==> src/sv/alkd_pkg.sv <==
// Shared types and constants of the ladder keypad debounce block.
package alkd_pkg;

    localparam int KEY_COUNT_DEF   = 16;
    localparam int KEY_SPACING_DEF = 64;
    localparam int SAMPLE_BITS_DEF = 10;

    localparam int SAMPLE_W = 10;
    localparam int KEY_W    = 5;
    localparam int TOL_W    = 5;
    localparam int CNT_W    = 8;
    localparam int CFG_W    = 8;
    localparam int IDX_W    = 2;
    localparam int IN_TDATA_W  = 16;
    localparam int OUT_TDATA_W = 16;

    localparam logic [IDX_W-1:0] REG_TOLERANCE = 2'd0;
    localparam logic [IDX_W-1:0] REG_REPEAT_THR = 2'd1;
    localparam logic [IDX_W-1:0] REG_REPEAT_RELOAD = 2'd2;

    localparam logic [TOL_W-1:0] TOL_RESET    = 5'd16;
    localparam logic [CNT_W-1:0] THR_RESET    = 8'd100;
    localparam logic [CNT_W-1:0] RELOAD_RESET = 8'd90;

    // classified sample handed from front to back
    typedef struct packed {
        logic             release_key;
        logic [KEY_W-1:0] key;
    } cls_t;

    typedef struct packed {
        logic             key_event;
        logic [KEY_W-1:0] key_number;
        logic [KEY_W-1:0] held_key;
    } result_t;

endpackage

==> src/sv/alkd_front.sv <==
// Front end: accepts samples and matches them against the key windows.
module alkd_front import alkd_pkg::*; #(
    parameter int KEY_COUNT   = KEY_COUNT_DEF,
    parameter int KEY_SPACING = KEY_SPACING_DEF,
    parameter int SAMPLE_BITS = SAMPLE_BITS_DEF
) (
    input  logic                s_tvalid,
    output logic                s_tready,
    input  logic [SAMPLE_W-1:0] sample,
    input  logic [TOL_W-1:0]    tolerance,
    input  logic                q_full,
    output logic                q_push,
    output cls_t                q_data
);

    localparam int CMP_W = $clog2(KEY_COUNT * KEY_SPACING + (1 << SAMPLE_W) + (1 << TOL_W)) + 1;
    localparam logic [SAMPLE_W-1:0] SAMPLE_MASK = (SAMPLE_BITS >= SAMPLE_W) ?
        {SAMPLE_W{1'b1}} : SAMPLE_W'((1 << SAMPLE_BITS) - 1);

    logic [CMP_W-1:0]   s_ext;
    logic [CMP_W-1:0]   t_ext;
    logic [CMP_W-1:0]   s_hi;
    logic [KEY_COUNT:1] hit;
    logic [KEY_W-1:0]   match;

    assign s_ext = CMP_W'(sample & SAMPLE_MASK);
    assign t_ext = CMP_W'(tolerance);
    assign s_hi  = s_ext + t_ext;

    // window test per key: centre - tol <= s <= centre + tol
    always_comb
    begin
        logic [CMP_W-1:0] centre;
        for (int k = 1; k <= KEY_COUNT; k++)
        begin
            centre = CMP_W'(k * KEY_SPACING);
            hit[k] = (s_hi >= centre) && (s_ext <= centre + t_ext);
        end
    end

    // lowest matching key wins
    always_comb
    begin
        match = '0;
        for (int k = KEY_COUNT; k >= 1; k--)
        begin
            if (hit[k])
            begin
                match = KEY_W'(k);
            end
        end
    end

    assign s_tready            = !q_full;
    assign q_push              = s_tvalid && !q_full;
    assign q_data.key          = match;
    assign q_data.release_key  = s_hi < CMP_W'(KEY_SPACING);

endmodule

==> src/sv/alkd_fifo.sv <==
// Two-entry queue between the classifier and the debounce state machine.
module alkd_fifo import alkd_pkg::*; (
    input  logic clk,
    input  logic rst_n,
    input  logic push,
    input  cls_t push_data,
    input  logic pop,
    output logic full,
    output logic empty,
    output cls_t head
);

    cls_t        mem_reg [2];
    logic        wr_ptr_reg;
    logic        rd_ptr_reg;
    logic [1:0]  count_reg;
    logic [1:0]  count_next;

    always_ff @(posedge clk)
    begin
        if (push)
        begin
            mem_reg[wr_ptr_reg] <= push_data;
        end
    end

    always_comb
    begin
        count_next = count_reg;
        if (push && !pop)
        begin
            count_next = count_reg + 2'd1;
        end
        else if (pop && !push)
        begin
            count_next = count_reg - 2'd1;
        end
    end

    always_ff @(posedge clk or negedge rst_n)
    begin
        if (!rst_n)
        begin
            wr_ptr_reg <= 1'b0;
            rd_ptr_reg <= 1'b0;
            count_reg  <= 2'd0;
        end
        else
        begin
            if (push)
            begin
                wr_ptr_reg <= !wr_ptr_reg;
            end
            if (pop)
            begin
                rd_ptr_reg <= !rd_ptr_reg;
            end
            count_reg <= count_next;
        end
    end

    assign full  = count_reg[1];
    assign empty = (count_reg == 2'd0);
    assign head  = mem_reg[rd_ptr_reg];

endmodule

==> src/sv/alkd_back.sv <==
// Back end: debounce history, key latch, auto-repeat counter and result register.
module alkd_back import alkd_pkg::*; (
    input  logic             clk,
    input  logic             rst_n,
    input  logic             q_empty,
    input  cls_t             q_head,
    output logic             q_pop,
    input  logic [CNT_W-1:0] repeat_threshold,
    input  logic [CNT_W-1:0] repeat_reload,
    output logic             out_valid,
    input  logic             out_ready,
    output result_t          out_data
);

    logic [KEY_W-1:0] latched_reg, latched_next;
    logic [KEY_W-1:0] hist0_reg;
    logic [KEY_W-1:0] hist1_reg;
    logic [CNT_W-1:0] hold_reg, hold_next;
    logic             valid_reg;
    result_t          result_reg, result_next;

    assign q_pop = !q_empty && (!valid_reg || out_ready);

    always_comb
    begin
        logic [KEY_W-1:0] lat0;
        logic [CNT_W-1:0] hold0;
        logic [CNT_W-1:0] base;
        logic [CNT_W:0]   inc;
        logic             stable;
        logic             ev;

        lat0   = q_head.release_key ? '0 : latched_reg;
        hold0  = q_head.release_key ? '0 : hold_reg;
        stable = (q_head.key != '0) && (hist0_reg == q_head.key) && (hist1_reg == q_head.key);
        ev     = 1'b0;
        latched_next = lat0;
        hold_next    = hold0;
        base   = hold0;
        inc    = '0;
        if (stable)
        begin
            if (lat0 == '0)
            begin
                latched_next = q_head.key;
                base = '0;
                ev   = 1'b1;
            end
            if (latched_next == q_head.key)
            begin
                // wide increment so a count of 255 still reaches the threshold
                inc = {1'b0, base} + 1'b1;
                if (inc >= {1'b0, repeat_threshold})
                begin
                    hold_next = repeat_reload;
                    ev = 1'b1;
                end
                else
                begin
                    hold_next = inc[CNT_W-1:0];
                end
            end
            else
            begin
                hold_next = '0;
            end
        end
        result_next.key_event  = ev;
        result_next.key_number = ev ? q_head.key : '0;
        result_next.held_key   = latched_next;
    end

    always_ff @(posedge clk or negedge rst_n)
    begin
        if (!rst_n)
        begin
            latched_reg <= '0;
            hist0_reg   <= '0;
            hist1_reg   <= '0;
            hold_reg    <= '0;
            valid_reg   <= 1'b0;
        end
        else
        begin
            if (q_pop)
            begin
                latched_reg <= latched_next;
                hold_reg    <= hold_next;
                hist1_reg   <= hist0_reg;
                hist0_reg   <= q_head.key;
                valid_reg   <= 1'b1;
            end
            else if (out_ready)
            begin
                valid_reg <= 1'b0;
            end
        end
    end

    always_ff @(posedge clk)
    begin
        if (q_pop)
        begin
            result_reg <= result_next;
        end
    end

    assign out_valid = valid_reg;
    assign out_data  = result_reg;

endmodule

==> src/sv/adc_ladder_key_debounce.sv <==
// A taken sample is written to the queue, then popped into the result register, where it waits for the receiver.
// Throughput: one sample per cycle while the receiver does not stall the result register.
// A two-entry queue lets input and output stall independently.
// Reset (async, low) clears key latch, history, hold count and the queue;
// tolerance, threshold and reload return to 16, 100 and 90.
module adc_ladder_key_debounce import alkd_pkg::*; #(
    parameter int KEY_COUNT   = KEY_COUNT_DEF,
    parameter int KEY_SPACING = KEY_SPACING_DEF,
    parameter int SAMPLE_BITS = SAMPLE_BITS_DEF
) (
    input  logic                   clk,
    input  logic                   rst_n,
    input  logic                   s_tvalid,
    output logic                   s_tready,
    input  logic [IN_TDATA_W-1:0]  s_tdata,   // [9:0] sample
    output logic                   m_tvalid,
    input  logic                   m_tready,
    output logic [OUT_TDATA_W-1:0] m_tdata,   // [0] key_event, [5:1] key_number, [10:6] held_key
    input  logic                   cfg_we,
    input  logic [IDX_W-1:0]       cfg_index,
    input  logic [CFG_W-1:0]       cfg_data
);

    logic [TOL_W-1:0] tol_reg;
    logic [CNT_W-1:0] thr_reg;
    logic [CNT_W-1:0] reload_reg;

    logic    q_full;
    logic    q_empty;
    logic    q_push;
    logic    q_pop;
    cls_t    q_in;
    cls_t    q_head;
    result_t res;

    always_ff @(posedge clk or negedge rst_n)
    begin
        if (!rst_n)
        begin
            tol_reg    <= TOL_RESET;
            thr_reg    <= THR_RESET;
            reload_reg <= RELOAD_RESET;
        end
        else if (cfg_we)
        begin
            case (cfg_index)
                REG_TOLERANCE:     tol_reg    <= cfg_data[TOL_W-1:0];
                REG_REPEAT_THR:    thr_reg    <= cfg_data[CNT_W-1:0];
                REG_REPEAT_RELOAD: reload_reg <= cfg_data[CNT_W-1:0];
                default: ;
            endcase
        end
    end

    alkd_front #(
        .KEY_COUNT   (KEY_COUNT),
        .KEY_SPACING (KEY_SPACING),
        .SAMPLE_BITS (SAMPLE_BITS)
    ) u_front (
        .s_tvalid  (s_tvalid),
        .s_tready  (s_tready),
        .sample    (s_tdata[SAMPLE_W-1:0]),
        .tolerance (tol_reg),
        .q_full    (q_full),
        .q_push    (q_push),
        .q_data    (q_in)
    );

    alkd_fifo u_fifo (
        .clk       (clk),
        .rst_n     (rst_n),
        .push      (q_push),
        .push_data (q_in),
        .pop       (q_pop),
        .full      (q_full),
        .empty     (q_empty),
        .head      (q_head)
    );

    alkd_back u_back (
        .clk              (clk),
        .rst_n            (rst_n),
        .q_empty          (q_empty),
        .q_head           (q_head),
        .q_pop            (q_pop),
        .repeat_threshold (thr_reg),
        .repeat_reload    (reload_reg),
        .out_valid        (m_tvalid),
        .out_ready        (m_tready),
        .out_data         (res)
    );

    assign m_tdata = {{(OUT_TDATA_W - 1 - 2 * KEY_W){1'b0}},
                      res.held_key, res.key_number, res.key_event};

endmodule

==> config.mk <==
export PLATFORM = sky130hd
export DESIGN_NAME = adc_ladder_key_debounce
export DESIGN_NICKNAME = d
export VERILOG_FILES = /design/src/sv/alkd_pkg.sv /design/src/sv/alkd_front.sv /design/src/sv/alkd_fifo.sv /design/src/sv/alkd_back.sv /design/src/sv/adc_ladder_key_debounce.sv
export SDC_FILE = /design/constraint.sdc
export NUM_CORES = 1
export LEC_CHECK = 0
export BUFFER_PORTS_ARGS = -buffer_cell sky130_fd_sc_hd__buf_2
export CAP_MARGIN = 20
export CELL_PAD_IN_SITES_DETAIL_PLACEMENT = 0
export CELL_PAD_IN_SITES_GLOBAL_PLACEMENT = 1
export CORE_ASPECT_RATIO = 2
export CORE_MARGIN = 5
export CORE_UTILIZATION = 41
export CTS_BUF_LIST = sky130_fd_sc_hd__clkbuf_16
export DETAILED_ROUTE_END_ITERATION = 12
export PLACE_DENSITY_LB_ADDON = 0.1
export SETUP_SLACK_MARGIN = 0.2
export SYNTH_ARGS = -nofsm -noshare
export SYNTH_HDL_FRONTEND = slang
export SYNTH_HIERARCHICAL = 1
export SYNTH_SLANG_ARGS = --single-unit
==> constraint.sdc <==
create_clock -name clk -period 4.3 [get_ports clk]
set_input_delay 1.075 -clock clk [delete_from_list [all_inputs] [get_ports clk]]
set_output_delay 1.075 -clock clk [all_outputs]
set_load 0.05 [all_outputs]
==> flow_summary.yaml <==
setup_path:
  critPathKind: "register to register"
  end_kind: "register"
  arrival_ps: 3810
  path_cells: "mux2_2, a21oi_2, nand2_1, inv_1, ha_1, nand2_1, xor2_1, nor2_1, ha_1, a211oi_1, o211ai_1, o221ai_2, a22oi_1, o21a_2, and2_1"
  critPathSlowestCell: "dfrtp_1"
  path_max_fanout: 10
  critPathLaunchType: "register"
  rr_worst_depth: 15
  max_stage_delay_ps: 500
  crit_required_ps: 4390
sta:
  hold_viol_final: 0
  fin_crit_sh_pct: 86.5
  max_slew_margin_pct: 42.3
  rsz0062_at_grt: "no"
  worstMarginPinSlew_ps: 866
  slew_violations: 0
  fmax_mhz: 269
  skew_ps: 4.67
  setup_viol: 0
  fin_crit_ps: 3720
  tns_ps: 0
final_layout:
  layout_common_cells: "dfrtp_1 (41), buf_2 (37), nand2_1 (32)"
  area_delta_synth_final_pct: 13.5
  largest_register_ffs: 12
  nets: 478
  n_antenna_cell: 0
  stdcell_area_um2: 5020
  final_common_cell: "dfrtp_1"
  layout-drive-gt1-share_pct: 29.5
synth:
  ys.flop_type: "dfrtp_1"
  synth_edf_count: 23
  syn_inst: 391
  yosysWarnings: 6
  syn_area_um2: 4420
  synth.avg_cell_area_um2: 11.3
  seq_area_frac_synth_pct: 43.6
  async_reset_ff_share_pct: 68.1
  synth_seq_cells: 72
  ys_types: 77
floorplan:
  fp.dieH_um: 157
  num_rows: 53
  io_pins: 49
  die_w_um: 83.4
  initial_utilization_pct: 41.9
  die-area_um2: 13100
  placeableCoreArea_um2: 10500
clock_network:
  htree_levels: 3
  postCtsHoldBufs: 0
  tritoncts: "yes"
  clk_latency_ps: 330
  post_cts_buffers: 0
  cts_resized: 0
  clockRootBuffer: "clkbuf_16"
  numClockSinks: 72
  clock_path_buffers: 2
  path_clk_slew_ps: 60
  numCtsBuffers: 9
routing:
  viasPerCell: 5.26
  wl_per_cell_um: 16.4
  num_vias: 2988
  drt_iter0_markers: 123
  drc: 0
  drt_wl_total_mm: 9.30
  drt_first_pass_iters: 4
  antenna_left: 0
global_routing:
  grt_pass1_wl_mm: 15.2
  grt_max_degree: 38
  grt_pass1_vias: 3084
  grt_overflow: 0
  track_usage_pct: 14.9
  antenna_found_initial: 0
power_and_ir_drop:
  ir_worst_vdd_mv: 0.219
  powerDensity_nw_per_um2: 522
  leakagePower_uw: 0.00208
  finalPower_uw: 2620
worst_hold_path:
  hp-class: "register to register"
  min_path_cells: 1
outcome:
  status: "finished clean"
job:
  drv_cap: 0
placed_design:
  port-buffer-count: 37
  place_area_um2: 4690
  dp_hpwl_mm: 7.22
  gp_congestion: 0.869
==> where the power goes <==
group / leakage (µW) / total, µW / switching, µW / internal [µW]
Combinational: 0.00110 / 827 / 526 / 301
Sequential: 0.000816 / 1010 / 102 / 903
Clock: 0.000165 / 788 / 273 / 515
Total: 0.00208 / 2620 / 901 / 1720
==> stage by stage <==
stage	std cells	util, %	hold slack, ps	setup slack (ps)
2_1_floorplan	395	-	455	919
3_3_place_gp	552	44.5	472	530
3_5_place_dp	552	44.5	476	473
4_1_cts	568	47.6	487	534
5_1_grt	568	47.6	518	323
6_report	568	47.6	487	581
==> cell usage after synthesis, types with 2 or more instances <==
master	instances	area share, %
a211oi_1	2	0.34
a211oi_2	2	0.57
a21o_1	5	0.85
a21oi_1	8	0.91
a21oi_2	4	0.79
a22o_1	6	1.2
and2_1	7	0.99
and2_2	2	0.34
and3_1	4	0.57
buf_2	7	0.79
buf_4	6	1.0
buf_6	2	0.51
clkbuf_1	4	0.34
dfrtp_1	41	23
dfstp_2	8	4.8
edfxtp_1	23	16
ha_1	20	5.7
inv_1	24	2.0
mux2_1	6	1.5
mux2_2	31	7.9
mux2i_1	8	1.8
nand2_1	32	2.7
nand2_2	2	0.28
nand2b_1	6	0.85
nand3_1	9	1.0
nand3b_2	2	0.51
nand4_1	6	0.85
nor2_1	13	1.1
nor2b_1	6	0.85
nor3_1	8	0.91
nor4_1	2	0.28
o211ai_1	2	0.34
o21a_1	3	0.51
o21a_2	2	0.40
o21ai_0	4	0.45
o21ai_1	13	1.5
o22ai_1	2	0.28
o41ai_2	2	0.74
xnor2_1	9	1.8
xor2_1	9	1.8
xor2_4	3	1.9
==> final timing paths <==
check                                       start  slack, ps                   to
worst max-delay path            u_fifo/rd_ptr_reg        580   u_back/out_data[6]
worst min-delay path            u_fifo/wr_ptr_reg        490    u_fifo/wr_ptr_reg
worst max register to register  u_fifo/rd_ptr_reg        580   u_back/out_data[6]
worst min register to register  u_fifo/wr_ptr_reg        490    u_fifo/wr_ptr_reg
max in group asynchronous                   rst_n       2650           thr_reg[5]
min in group asynchronous                   rst_n        860  u_back/hist0_reg[3]
==> layer usage <==
metal	part of all wire, %	track usage [%]	routed length, µm
met5	0	0	0
met3	2.7	3.11	255
met1	37	15.0	3460
met4	2.6	6.67	242
met2	57	28.9	5340
==> worst max-delay path: cells and delay by family, from the launching register on <==
family | cells | cell delay (ps)
mux | 1 | 490
xor+xnor | 1 | 140
simple gates | 4 | 550
fa+ha+maj | 2 | 530
buf+inv | 1 | 70
flops | 1 | 500
compound gates | 6 | 1190
==> area by class of cell <==
class,instances,area (µm²)
Multi-Input combinational cell,280,2300
Timing Repair Buffer,39,200
Fill cell,986,5530
Sequential cell,72,1930
Clock buffer,11,275
Inverter,24,90.1
Tap cell,137,171
Clock inverter,5,51.3
==> cell families after synthesis <==
group	synth area share, %
simple gates	13.9
xor+xnor	5.43
buf+inv	4.70
compound gates	14.7
other cells	0.0848
mux	11.2
fa+ha+maj	6.37
flops	43.6
(Power assumes the default switching activity.)
